**src/dssc_pkg.sv**
```systemverilog
// ----------------------------------------------------------------------------
// dssc_pkg
// Shared types and constants for the diagnostic session startup catcher:
// phase codes, register indexes, transaction payloads and frame constants.
// ----------------------------------------------------------------------------
package dssc_pkg;

  // Default width of the time arithmetic (legal range 32 to 64)
  localparam int unsigned TIME_BITS_DEF = 64;

  // Catcher phases, encoded as reported on the phase output
  typedef enum logic [2:0] {
    PH_DISARMED = 3'd0,
    PH_ARMED    = 3'd1,
    PH_CATCHING = 3'd2,
    PH_CAUGHT   = 3'd3,
    PH_WAIT_OFF = 3'd4
  } phase_e;

  // Configuration register indexes
  typedef enum logic [2:0] {
    CFG_REQUEST_ID    = 3'd0,
    CFG_RESPONSE_ID   = 3'd1,
    CFG_DIAG_BUS      = 3'd2,
    CFG_RETRY_PERIOD  = 3'd3,
    CFG_CATCH_TIMEOUT = 3'd4
  } cfg_reg_e;

  // Input item kinds
  localparam logic KIND_POLL  = 1'b0;
  localparam logic KIND_FRAME = 1'b1;

  // Request kinds
  localparam logic TX_EXTENDED    = 1'b0;
  localparam logic TX_PROGRAMMING = 1'b1;

  // Register reset values
  localparam logic [10:0] RST_REQUEST_ID    = 11'h7A1;
  localparam logic [10:0] RST_RESPONSE_ID   = 11'h7A9;
  localparam logic [1:0]  RST_DIAG_BUS      = 2'd0;
  localparam logic [31:0] RST_RETRY_PERIOD  = 32'd20_000_000;
  localparam logic [31:0] RST_CATCH_TIMEOUT = 32'd2_000_000_000;

  // Frame payloads, first byte in the most significant byte
  localparam logic [63:0] FRAME_EXTENDED    = 64'h0210_0300_0000_0000;
  localparam logic [63:0] FRAME_PROGRAMMING = 64'h0210_0200_0000_0000;
  localparam logic [63:0] FRAME_POSITIVE    = 64'h0650_0300_3201_F400;
  localparam logic [6:0]  FRAME_LEN_MATCH   = 7'd8;

  // Input transaction payload
  typedef struct packed {
    logic        kind;
    logic [63:0] now_ns;
    logic        arm_enabled;
    logic        health_valid;
    logic        ignition;
    logic [28:0] rx_id;
    logic [1:0]  rx_bus;
    logic [6:0]  rx_length;
    logic [63:0] rx_data;
  } in_item_t;

  // Result transaction payload
  typedef struct packed {
    logic        tx_valid;
    logic        tx_kind;
    logic [10:0] tx_id;
    logic [1:0]  tx_bus;
    logic [63:0] tx_data;
    logic        session_start;
    logic        caught;
    logic [2:0]  phase;
    logic        active;
    logic [63:0] ignition_time;
    logic [63:0] first_request_time;
    logic [63:0] response_time;
  } out_item_t;

  // Configuration register file contents
  typedef struct packed {
    logic [10:0] request_id;
    logic [10:0] response_id;
    logic [1:0]  diag_bus;
    logic [31:0] retry_period_ns;
    logic [31:0] catch_timeout_ns;
  } cfg_t;

endpackage

```
**src/dssc_if.sv**
```systemverilog
// ----------------------------------------------------------------------------
// dssc channel interfaces
// Valid/ready channels for input items, results and configuration writes.
// ----------------------------------------------------------------------------
interface dssc_in_if;
  logic               valid;
  logic               ready;
  dssc_pkg::in_item_t data;

  modport source (output valid, output data, input ready);
  modport sink   (input valid, input data, output ready);
endinterface

interface dssc_out_if;
  logic                valid;
  logic                ready;
  dssc_pkg::out_item_t data;

  modport source (output valid, output data, input ready);
  modport sink   (input valid, input data, output ready);
endinterface

interface dssc_cfg_if;
  logic        valid;
  logic        ready;
  logic [2:0]  index;
  logic [31:0] data;

  modport source (output valid, output index, output data, input ready);
  modport sink   (input valid, input index, input data, output ready);
endinterface

```
**src/dssc_cfg_regs.sv**
```systemverilog
// ----------------------------------------------------------------------------
// dssc_cfg_regs
// Configuration register file; takes one write transaction every cycle.
// ----------------------------------------------------------------------------
module dssc_cfg_regs (
  input  logic           clk_i,
  input  logic           rst_ni,
  dssc_cfg_if.sink       cfg_i,
  output dssc_pkg::cfg_t regs_o
);

  dssc_pkg::cfg_t regs_q;
  dssc_pkg::cfg_t regs_d;

  assign cfg_i.ready = 1'b1;
  assign regs_o      = regs_q;

  // Decode the write index; unknown indexes drop the write
  always_comb begin
    regs_d = regs_q;
    if (cfg_i.valid) begin
      case (cfg_i.index)
        dssc_pkg::CFG_REQUEST_ID:    regs_d.request_id       = cfg_i.data[10:0];
        dssc_pkg::CFG_RESPONSE_ID:   regs_d.response_id      = cfg_i.data[10:0];
        dssc_pkg::CFG_DIAG_BUS:      regs_d.diag_bus         = cfg_i.data[1:0];
        dssc_pkg::CFG_RETRY_PERIOD:  regs_d.retry_period_ns  = cfg_i.data;
        dssc_pkg::CFG_CATCH_TIMEOUT: regs_d.catch_timeout_ns = cfg_i.data;
        default: ;
      endcase
    end
  end

  always_ff @(posedge clk_i or negedge rst_ni) begin
    if (!rst_ni) begin
      regs_q.request_id       <= dssc_pkg::RST_REQUEST_ID;
      regs_q.response_id      <= dssc_pkg::RST_RESPONSE_ID;
      regs_q.diag_bus         <= dssc_pkg::RST_DIAG_BUS;
      regs_q.retry_period_ns  <= dssc_pkg::RST_RETRY_PERIOD;
      regs_q.catch_timeout_ns <= dssc_pkg::RST_CATCH_TIMEOUT;
    end else begin
      regs_q <= regs_d;
    end
  end

endmodule

```
**src/dssc_core.sv**
```systemverilog
// ----------------------------------------------------------------------------
// dssc_core
// Catcher state and the single-pass update for one registered item; the
// state advances and the result is valid when step_i is high.
// ----------------------------------------------------------------------------
module dssc_core #(
  parameter int unsigned TIME_BITS = dssc_pkg::TIME_BITS_DEF
) (
  input  logic                clk_i,
  input  logic                rst_ni,
  input  logic                step_i,
  input  dssc_pkg::in_item_t  item_i,
  input  dssc_pkg::cfg_t      cfg_i,
  output dssc_pkg::out_item_t result_o
);

  dssc_pkg::phase_e       phase_q, phase_d;
  logic                   known_q, known_d;
  logic                   last_ign_q, last_ign_d;
  logic [TIME_BITS-1:0]   edge_q, edge_d;
  logic [TIME_BITS-1:0]   first_q, first_d;
  logic [TIME_BITS-1:0]   match_q, match_d;
  logic [TIME_BITS-1:0]   next_q, next_d;

  logic [TIME_BITS-1:0]   now;
  logic [TIME_BITS-1:0]   elapsed;
  logic [TIME_BITS-1:0]   timeout_ext;
  logic [TIME_BITS-1:0]   retry_ext;
  logic                   frame_hit;

  assign now = item_i.now_ns[TIME_BITS-1:0];

  always_comb begin
    timeout_ext        = '0;
    timeout_ext[31:0]  = cfg_i.catch_timeout_ns;
    retry_ext          = '0;
    retry_ext[31:0]    = cfg_i.retry_period_ns;
  end

  // Exact match on the positive session response
  assign frame_hit = (phase_q == dssc_pkg::PH_CATCHING)
                  && (item_i.rx_id == {18'd0, cfg_i.response_id})
                  && (item_i.rx_bus == cfg_i.diag_bus)
                  && (item_i.rx_length == dssc_pkg::FRAME_LEN_MATCH)
                  && (item_i.rx_data == dssc_pkg::FRAME_POSITIVE);

  // Next state and result for the item in the input register
  always_comb begin
    logic tx, tx_prog, start, hit, ign, en;
    tx         = 1'b0;
    tx_prog    = 1'b0;
    start      = 1'b0;
    hit        = 1'b0;
    ign        = item_i.ignition;
    en         = item_i.arm_enabled;
    phase_d    = phase_q;
    known_d    = known_q;
    last_ign_d = last_ign_q;
    edge_d     = edge_q;
    first_d    = first_q;
    match_d    = match_q;
    next_d     = next_q;
    elapsed    = '0;

    if (item_i.kind == dssc_pkg::KIND_POLL) begin
      // Drop out of armed or catching when the enable goes away
      if (!en && (phase_q == dssc_pkg::PH_ARMED || phase_q == dssc_pkg::PH_CATCHING)) begin
        phase_d = (known_q && last_ign_q) ? dssc_pkg::PH_WAIT_OFF : dssc_pkg::PH_DISARMED;
      end

      // Ignition handling
      if (item_i.health_valid) begin
        if (!known_q) begin
          known_d = 1'b1;
          if (ign) begin
            phase_d = dssc_pkg::PH_WAIT_OFF;
          end else begin
            phase_d = en ? dssc_pkg::PH_ARMED : dssc_pkg::PH_DISARMED;
          end
        end else if (ign && !last_ign_q && phase_d == dssc_pkg::PH_ARMED) begin
          edge_d  = now;
          next_d  = now;
          phase_d = dssc_pkg::PH_CATCHING;
          start   = 1'b1;
        end else if (!ign && last_ign_q) begin
          edge_d  = '0;
          first_d = '0;
          match_d = '0;
          next_d  = '0;
          phase_d = en ? dssc_pkg::PH_ARMED : dssc_pkg::PH_DISARMED;
        end else if (!ign && en && phase_d == dssc_pkg::PH_DISARMED) begin
          phase_d = dssc_pkg::PH_ARMED;
        end else if (ign && en && phase_d == dssc_pkg::PH_DISARMED) begin
          phase_d = dssc_pkg::PH_WAIT_OFF;
        end
        last_ign_d = ign;
      end

      // Timeout check, then paced extended requests
      if (phase_d == dssc_pkg::PH_CATCHING) begin
        elapsed = now - edge_d;
        if (elapsed > timeout_ext) begin
          phase_d = dssc_pkg::PH_WAIT_OFF;
        end else if (start || now >= next_d) begin
          tx = 1'b1;
          if (first_d == '0) begin
            first_d = now;
          end
          next_d = now + retry_ext;
        end
      end
    end else begin
      // Positive response: send programming request and hold caught
      if (frame_hit) begin
        tx      = 1'b1;
        tx_prog = 1'b1;
        hit     = 1'b1;
        match_d = now;
        phase_d = dssc_pkg::PH_CAUGHT;
      end
    end

    result_o                    = '0;
    result_o.tx_valid           = tx;
    result_o.tx_kind            = tx_prog ? dssc_pkg::TX_PROGRAMMING : dssc_pkg::TX_EXTENDED;
    result_o.tx_id              = tx ? cfg_i.request_id : 11'd0;
    result_o.tx_bus             = tx ? cfg_i.diag_bus : 2'd0;
    if (tx) begin
      result_o.tx_data = tx_prog ? dssc_pkg::FRAME_PROGRAMMING : dssc_pkg::FRAME_EXTENDED;
    end
    result_o.session_start      = start;
    result_o.caught             = hit;
    result_o.phase              = phase_d;
    result_o.active             = (phase_d == dssc_pkg::PH_CATCHING)
                               || (phase_d == dssc_pkg::PH_CAUGHT);
    result_o.ignition_time[TIME_BITS-1:0]      = edge_d;
    result_o.first_request_time[TIME_BITS-1:0] = first_d;
    result_o.response_time[TIME_BITS-1:0]      = match_d;
  end

  // Commit the state when the item moves to the result register
  always_ff @(posedge clk_i or negedge rst_ni) begin
    if (!rst_ni) begin
      phase_q    <= dssc_pkg::PH_DISARMED;
      known_q    <= 1'b0;
      last_ign_q <= 1'b0;
      edge_q     <= '0;
      first_q    <= '0;
      match_q    <= '0;
      next_q     <= '0;
    end else if (step_i) begin
      phase_q    <= phase_d;
      known_q    <= known_d;
      last_ign_q <= last_ign_d;
      edge_q     <= edge_d;
      first_q    <= first_d;
      match_q    <= match_d;
      next_q     <= next_d;
    end
  end

endmodule

```
**src/diag_session_startup_catcher.sv**
```systemverilog
// ----------------------------------------------------------------------------
// diag_session_startup_catcher
// Arms on ignition off, opens a diagnostic session on the ignition edge,
// repeats extended-session requests and answers a positive response with a
// programming-session request.
// ----------------------------------------------------------------------------
//  channel  dir  handshake     payload
//  in_i     in   valid/ready   dssc_pkg::in_item_t (poll or received frame)
//  out_o    out  valid/ready   dssc_pkg::out_item_t (one per input item)
//  cfg_i    in   valid/ready   3-bit register index, 32-bit write data
//
// Each input transaction passes an input register, combinational update
// logic and a result register; one item per cycle while out_o is not stalled.
// The catcher state commits when the item leaves the input register.
// A stalled result holds the input register; the input side keeps
// accepting as long as that register is free or draining.
// Reset clears the phase, ignition tracking and captured times at once;
// configuration writes are taken every cycle.
// ----------------------------------------------------------------------------
module diag_session_startup_catcher #(
  parameter int unsigned TIME_BITS = dssc_pkg::TIME_BITS_DEF
) (
  input  logic      clk_i,
  input  logic      rst_ni,
  dssc_in_if.sink   in_i,
  dssc_out_if.source out_o,
  dssc_cfg_if.sink  cfg_i
);

  dssc_pkg::cfg_t      regs;
  dssc_pkg::in_item_t  item_q;
  logic                item_valid_q;
  dssc_pkg::out_item_t result;
  dssc_pkg::out_item_t result_q;
  logic                result_valid_q, result_valid_d;
  logic                step;

  dssc_cfg_regs u_cfg (
    .clk_i  (clk_i),
    .rst_ni (rst_ni),
    .cfg_i  (cfg_i),
    .regs_o (regs)
  );

  // Advance when the result register is free or being drained
  assign step       = item_valid_q && (!result_valid_q || out_o.ready);
  assign in_i.ready = !item_valid_q || step;

  dssc_core #(
    .TIME_BITS (TIME_BITS)
  ) u_core (
    .clk_i    (clk_i),
    .rst_ni   (rst_ni),
    .step_i   (step),
    .item_i   (item_q),
    .cfg_i    (regs),
    .result_o (result)
  );

  // Input register
  always_ff @(posedge clk_i or negedge rst_ni) begin
    if (!rst_ni) begin
      item_valid_q <= 1'b0;
    end else if (in_i.ready) begin
      item_valid_q <= in_i.valid;
    end
  end

  always_ff @(posedge clk_i) begin
    if (in_i.valid && in_i.ready) begin
      item_q <= in_i.data;
    end
  end

  // Result register
  always_comb begin
    result_valid_d = result_valid_q;
    if (step) begin
      result_valid_d = 1'b1;
    end else if (out_o.ready) begin
      result_valid_d = 1'b0;
    end
  end

  always_ff @(posedge clk_i or negedge rst_ni) begin
    if (!rst_ni) begin
      result_valid_q <= 1'b0;
    end else begin
      result_valid_q <= result_valid_d;
    end
  end

  always_ff @(posedge clk_i) begin
    if (step) begin
      result_q <= result;
    end
  end

  assign out_o.valid = result_valid_q;
  assign out_o.data  = result_q;

endmodule
```
**src/flat_wrapper.sv**
```systemverilog
// flat-port wrapper written by rule: the top's interface ports become plain ports
module diag_session_startup_catcher_flat 
#(
  parameter int unsigned TIME_BITS = dssc_pkg::TIME_BITS_DEF
)
  (clk_i, rst_ni, in_i_valid, in_i_data, in_i_ready, out_o_valid, out_o_data, out_o_ready, cfg_i_valid, cfg_i_index, cfg_i_data, cfg_i_ready);
  dssc_in_if in_i_i ();
  dssc_out_if out_o_i ();
  dssc_cfg_if cfg_i_i ();
  input  logic clk_i;
  input  logic rst_ni;
  input wire logic [$bits(in_i_i.valid)-1:0] in_i_valid;
  input wire logic [$bits(in_i_i.data)-1:0] in_i_data;
  output wire logic [$bits(in_i_i.ready)-1:0] in_i_ready;
  output wire logic [$bits(out_o_i.valid)-1:0] out_o_valid;
  output wire logic [$bits(out_o_i.data)-1:0] out_o_data;
  input wire logic [$bits(out_o_i.ready)-1:0] out_o_ready;
  input wire logic [$bits(cfg_i_i.valid)-1:0] cfg_i_valid;
  input wire logic [$bits(cfg_i_i.index)-1:0] cfg_i_index;
  input wire logic [$bits(cfg_i_i.data)-1:0] cfg_i_data;
  output wire logic [$bits(cfg_i_i.ready)-1:0] cfg_i_ready;
  assign in_i_i.valid = in_i_valid;
  assign in_i_i.data = in_i_data;
  assign in_i_ready = in_i_i.ready;
  assign out_o_valid = out_o_i.valid;
  assign out_o_data = out_o_i.data;
  assign out_o_i.ready = out_o_ready;
  assign cfg_i_i.valid = cfg_i_valid;
  assign cfg_i_i.index = cfg_i_index;
  assign cfg_i_i.data = cfg_i_data;
  assign cfg_i_ready = cfg_i_i.ready;
  diag_session_startup_catcher #(.TIME_BITS(TIME_BITS)) u_core (.clk_i(clk_i), .rst_ni(rst_ni), .in_i(in_i_i), .out_o(out_o_i), .cfg_i(cfg_i_i));
endmodule
```
**config.mk**
```make
export PLATFORM = sky130hd
export DESIGN_NAME = diag_session_startup_catcher_flat
export DESIGN_NICKNAME = d
export VERILOG_FILES = /design/src/dssc_pkg.sv /design/src/dssc_if.sv /design/src/dssc_cfg_regs.sv /design/src/dssc_core.sv /design/src/diag_session_startup_catcher.sv /design/src/flat_wrapper.sv
export SDC_FILE = /design/constraint.sdc
export NUM_CORES = 2
export LEC_CHECK = 0
export ABC_AREA = 1
export BUFFER_PORTS_ARGS = -buffer_cell sky130_fd_sc_hd__buf_4
export CAP_MARGIN = 10
export CORE_MARGIN = 3
export CORE_UTILIZATION = 46
export DETAILED_ROUTE_END_ITERATION = 16
export PLACE_DENSITY = 0.69
export SLEW_MARGIN = 5
export SYNTH_ARGS = -nofsm -noshare
export SYNTH_HDL_FRONTEND = slang
export SYNTH_SLANG_ARGS = --single-unit
```
**constraint.sdc**
```tcl
create_clock -name clk_i -period 17.8 [get_ports clk_i]
set_input_delay 2.67 -clock clk_i [delete_from_list [all_inputs] [get_ports clk_i]]
set_output_delay 2.67 -clock clk_i [all_outputs]
set_load 0.02 [all_outputs]
```
Word-level counts from Yosys, hierarchy flattened
Index checks and enable logic that the tools add are counted.
{ "word_totals": {"regBits": 798, "wordCells": 150} }
{ "classes": {"add_sub_neg": 2, "order_cmp": 2, "n_eq_ne": 14, "muxes": 60, "n_bitwise": 1, "n_reduce_logical": 36} }
{ "ops": {"columns": ["operator", "n"], "rows": [
  ["$mux 64", 30],
  ["$add 64x32->64", 1],
  ["$eq 64x59->1 const B", 1],
  ["$ge 64x64->1", 1],
  ["$gt 64x32->1", 1],
  ["$logic_not 64->1", 1],
  ["$sub 64x64->64", 1],
  ["$mux 3", 15],
  ["$mux 41", 1],
  ["$eq 29x11->1", 1],
  ["$eq 3x2->1 const B", 6],
  ["$logic_and 1x1->1", 15],
  ["$mux 1", 14],
  ["$reduce_and 2->1", 6],
  ["$eq 3x1->1 const B", 3],
  ["$eq 7x4->1 const B", 1],
  ["$logic_not 3->1", 2],
  ["$logic_not 1->1", 5],
  ["$logic_or 1x1->1", 5],
  ["$eq 3x3->1 const B", 1],
  ["$reduce_and 3->1", 1],
  ["$eq 2x2->1", 1],
  ["$reduce_bool 2->1", 1],
  ["$not 1->1", 1]
]} }

Depth between registers and ports, before layout
{ "depth": {"word_depth": 19, "ltp_mapped": 42} }

Hierarchy
Synthesis repeated with hierarchy kept, for this count alone.
{ "hier_totals": {"hier_cells": 5593, "hier_area_um2": 46175.5} }
{ "modules_own_cells": {"columns": ["module", "instances", "cells_each", "area_per_inst_um2", "seq_area_each_um2"], "rows": [
  ["dssc_core", 1, 4740, 29086.6, 6531.3],
  ["diag_session_startup_catcher", 1, 459, 13518.0, 13472.9],
  ["dssc_cfg_regs", 1, 394, 3570.9, 2244.7]
]} }

Least setup slack after synthesis
No wires, ideal clock.
{ "synth_path": {"path_type": "input to register", "start": "input out_o_ready", "end": "register u_core.u_core.match_q[56]", "setup_ns": 0.430, "arrival_time_ns": 9.481, "path_slack_ns": 7.889, "stages": 7, "n_path_buf": 2, "path_cell_list": "inv_1 > nand2_1 > nand2_1 > inv_1 > clkbuf_1 > clkbuf_1 > o21ai_0"} }
{ "synth_via": {"elab_chain_len": 2} }
{ "synth_lines": {"columns": ["item", "line_no", "rtl"], "rows": [
  ["start: declaration", "flat_wrapper.sv:17", "input wire logic [$bits(out_o_i.ready)-1:0] out_o_ready;"],
  ["$logic_or 1x1->1", "diag_session_startup_catcher.sv:46", "assign step = item_valid_q && (!result_valid_q || out_o.ready);"],
  ["$logic_and 1x1->1", "diag_session_startup_catcher.sv:46", null],
  ["end signal: assignment", "dssc_core.sv:157", "match_q <= match_d;"],
  ["end: declaration", "dssc_core.sv:22", "logic [TIME_BITS-1:0] match_q, match_d;"]
]} }
Every way passes these cells.
A chain may end at the register's enable or synchronous reset.

Final worst setup path
{ "layout_path": {"start": "register u_core.u_core.phase_q[1]", "end": "register u_core.result_q, in the netlist u_core.out_o.data[267], data pin"} }
{ "layout_via": {"elab_chain_len": 17} }
{ "layout_lines": {"columns": ["item", "line_no", "rtl"], "rows": [
  ["start: declaration", "dssc_core.sv:17", "dssc_pkg::phase_e phase_q, phase_d;"],
  ["start signal: assignment", "dssc_core.sv:144", "phase_q <= dssc_pkg::PH_DISARMED;"],
  ["start signal: assignment", "dssc_core.sv:152", "phase_q <= phase_d;"],
  ["branches (longest 16 deep; another with $sub 64x64->64)", null, null],
  ["$mux 1 (*)", "dssc_core.sv:65", "if (item_i.kind == dssc_pkg::KIND_POLL) begin"],
  ["end signal: assignment", "diag_session_startup_catcher.sv:95", "result_q <= result;"],
  ["end: declaration", "diag_session_startup_catcher.sv:34", "dssc_pkg::out_item_t result_q;"]
]} }
Mark *: on every way between the ends. The select of a mux whose other input is x is not followed.

==> impl_metrics.csv <==
group,metric,value,unit
outcome,outcome,"finished, final reports clean",
clocking,hold_buffers,0,
routing,ant_nets,0,
worst_setup_path,crit_type,"reg2reg",
logic_synthesis,synth_ff_type,"edfxtp_1",
clocking,cts_resized,0,
final_layout,fin_area,50080,um2
clocking,cts_tree,"done",
routing,first_pass_iters,7,
global_route,antenna_found_initial,8,
placed_design,placed_area,47270,um2
pwr,power,6.948,mW
die,start_util,46.82,%
final_layout,drive_gt1_share,12.32,%
logic_synthesis,ys_types,59,
worst_setup_path,crit_slowest_cell,"buf_4",
pwr,power.density,138.7,nW/um2
logic_synthesis,synth_area,43300,um2
logic_synthesis,synth-seq-area-share,47.01,%
pwr,static-leakage-power,23.42,nW
clocking,root_buffer,"clkbuf_16",
global_route,grt_overflow,0,
logic_synthesis,async_flop_share,47.76,%
sta,setup_ws,9.407,ns
worst_setup_path,max_stage_delay,0.70,ns
global_route,grt_pass1_wl,233700,um
placed_design,dp_slack,9.560,ns
sta,hold_violations,0,
routing,vias,40318,
logic_synthesis,ys_ff_latch,735,
die,io_pins,490,
clocking,post_cts_buffers,0,
sta,final-max-slew-violation-count,0,
sta,fin_worst_skew,0.02339,ns
final_layout,multi_input_area,19820,um2
die,fp.dieW,312.8,um
sta,rsz0062_at_grt,"no",
final_layout,final_cell_mix,"nand2_1 (1672), nand3_1 (572), inv_1 (499)",
final_layout,n_fill_cell,8698,
placed_design,routabilityCongestion,0.9916,
placed_design,dp_cells,6917,
job,maxCapViolations,0,
worst_hold_path,hold_class,"reg2reg",
sta,setup_viol,0,
clocking,clock_latency,0.67,ns
sta,fmax,119.1,MHz
routing,viasPerCell,5.700,
clocking,h-tree-depth,3,
clocking,clock_sinks,735,
placed_design,dp_hpwl,117800,um
worst_setup_path,endpoint_kind,"flop",
final_layout,regArea,20360,um2
routing,drt_iter0_drc,5307,
die,die_area,97850,um2
global_route,grtUsageTotal,31.36,%
final_layout,layout_commonest_cell,"nand2_1",
clocking,cts_max_path_buffers,3,
final_layout,final_nets,6149,
logic_synthesis,syn_area_per_cell,7.963,um2
placed_design,port_buffers,428,
routing,avgRoutedWirePerCell,22.38,um
sta,min_period_over_period,47.15,%
routing,totalWireLength,158300,um
die,die_h,312.8,um
logic_synthesis,synth_edf_count,384,
logic_synthesis,yosysWarnings,0,
global_route,grt_max_degree,131,
sta,max_slew_margin,32.35,%
global_route,grt_pass1_vias,36928,
worst_setup_path,start_kind,"flop",
die,rows,111,
worst_setup_path,cp_max_fo,62,
worst_setup_path,cp.required,18.30,ns
worst_setup_path,r2r_slack,9.41,ns
die,core,92500,um2
clocking,cts_buffers,83,
pwr,vdd_drop_max,0.00009858,V
routing,route.detailed.drc,0,
worst_setup_path,arrival,8.89,ns
logic_synthesis,syn_inst,5438,
final_layout,final_cells,7073,
clocking,clk_pin_slew_worst_paths,0.06,ns
sta,setup_tns,0,ns
sta,fin_crit,8.393,ns
sta,worst_pin_slew,1.015,ns
final_layout,synthToLayoutAreaGrowth,15.66,%
final timing paths:
| kind | start | to | cells past startpoint |
|---|---|---|---|
| worst max-delay path | u_core.u_core.phase_q[1] | u_core.out_o.data[267] | 30 |
| max in group asynchronous | rst_ni | u_core.u_core.edge_q[9] | 3 |
| worst min register to register | u_core.u_cfg.regs_o[8] | u_core.u_cfg.regs_o[8] | 2 |
| min in group asynchronous | rst_ni | u_core.u_core.match_q[51] | 1 |
| worst min-delay path | u_core.u_cfg.regs_o[8] | u_core.u_cfg.regs_o[8] | 2 |
| worst max register to register | u_core.u_core.phase_q[1] | u_core.out_o.data[267] | 30 |
critical path, delay by kind of cell (launching register included):
kind | cells | cell delay [ns]
compound gates | 6 | 1.59
xor+xnor | 1 | 0.17
fa+ha+maj | 2 | 0.69
buf+inv | 5 | 1.59
flops | 1 | 0.40
simple gates | 16 | 3.66
synth_stat cells (all sizes together) (5+ instances only):
library cell / instances / area, um2
nand2: 1685 / 6360
nand3: 585 / 2983
inv: 525 / 1971
o21ai: 468 / 2357
edfxtp: 384 / 11530
dfrtp: 317 / 7933
nor2: 297 / 1192
a21oi: 183 / 915.9
ha: 178 / 2227
clkbuf: 175 / 656.9
buf: 117 / 752.0
nand4: 94 / 624.3
xor2: 76 / 665.6
nor3: 44 / 225.2
o22ai: 38 / 237.7
nand3b: 36 / 270.3
dfstp: 34 / 893.4
nor4: 34 / 212.7
a31oi: 25 / 156.4
o221ai: 24 / 210.2
xnor2: 20 / 175.2
o21a: 16 / 120.1
a21boi: 13 / 97.59
a211oi: 12 / 90.09
o211ai: 10 / 75.07
o21bai: 9 / 67.56
o2111ai: 5 / 43.79
area by class of cell:
| type | count | area share (%) |
|---|---|---|
| Sequential cell | 735 | 40.65 |
| Multi-Input combinational cell | 3942 | 39.57 |
| Timing Repair Buffer | 470 | 7.085 |
| Clock buffer | 116 | 4.702 |
| Inverter | 528 | 4.007 |
| Tap cell | 1243 | 3.105 |
| Clock inverter | 38 | 0.8744 |
| Antenna cell | 1 | 0.004997 |
stage by stage:
| stage | hold WS, ns | utilization, % |
|---|---|---|
| after floorplan | 0.4469 | - |
| after global placement | 0.4603 | 51.10 |
| after detailed placement | 0.4672 | 51.10 |
| after CTS | 0.4852 | 54.12 |
| after global routing | 0.4977 | 54.14 |
| final | 0.4848 | 54.15 |
cell families (layout without fill, tap and decap cells):
kind of cell    after synthesis  in the layout  share of synthesized area, %
other cells                   2             62                       0.01734
compound gates              817            817                         10.37
buf+inv                     820           1152                         7.830
simple gates               2789           2789                         27.64
flops                       735            735                         47.01
fa+ha+maj                   179            179                         5.189
xor+xnor                     96             96                         1.942
flip-flops by register name (all words and copies together), names as in the netlist:
register	cells
u_core.item_q	170
u_core.item_valid_q	1
u_core.out_o.data	214
u_core.out_o.valid	1
u_core.u_cfg.regs_o	88
u_core.u_core.edge_q	64
u_core.u_core.first_q	64
u_core.u_core.known_q	1
u_core.u_core.last_ign_q	1
u_core.u_core.match_q	64
u_core.u_core.next_q	64
u_core.u_core.phase_q	3
power breakdown:
| group | switching, mW | internal [mW] | leakage [nW] | total, mW |
|---|---|---|---|---|
| Sequential | 0.275 | 2.20 | 8.25 | 2.47 |
| Clock | 0.745 | 1.02 | 1.34 | 1.77 |
| Combinational | 1.85 | 0.863 | 13.8 | 2.71 |
routing by layer:
metal | vias to the layer above | part of all wire [%] | global-route usage (%)
li1 | 18799 | - | -
met1 | 19102 | 42 | 45.23
met2 | 2120 | 43 | 47.06
met3 | 295 | 11 | 6.678
met4 | 2 | 3.5 | 10.26
met5 | - | 0.0082 | 0
Note: power is estimated with default switching activity, not from simulation.
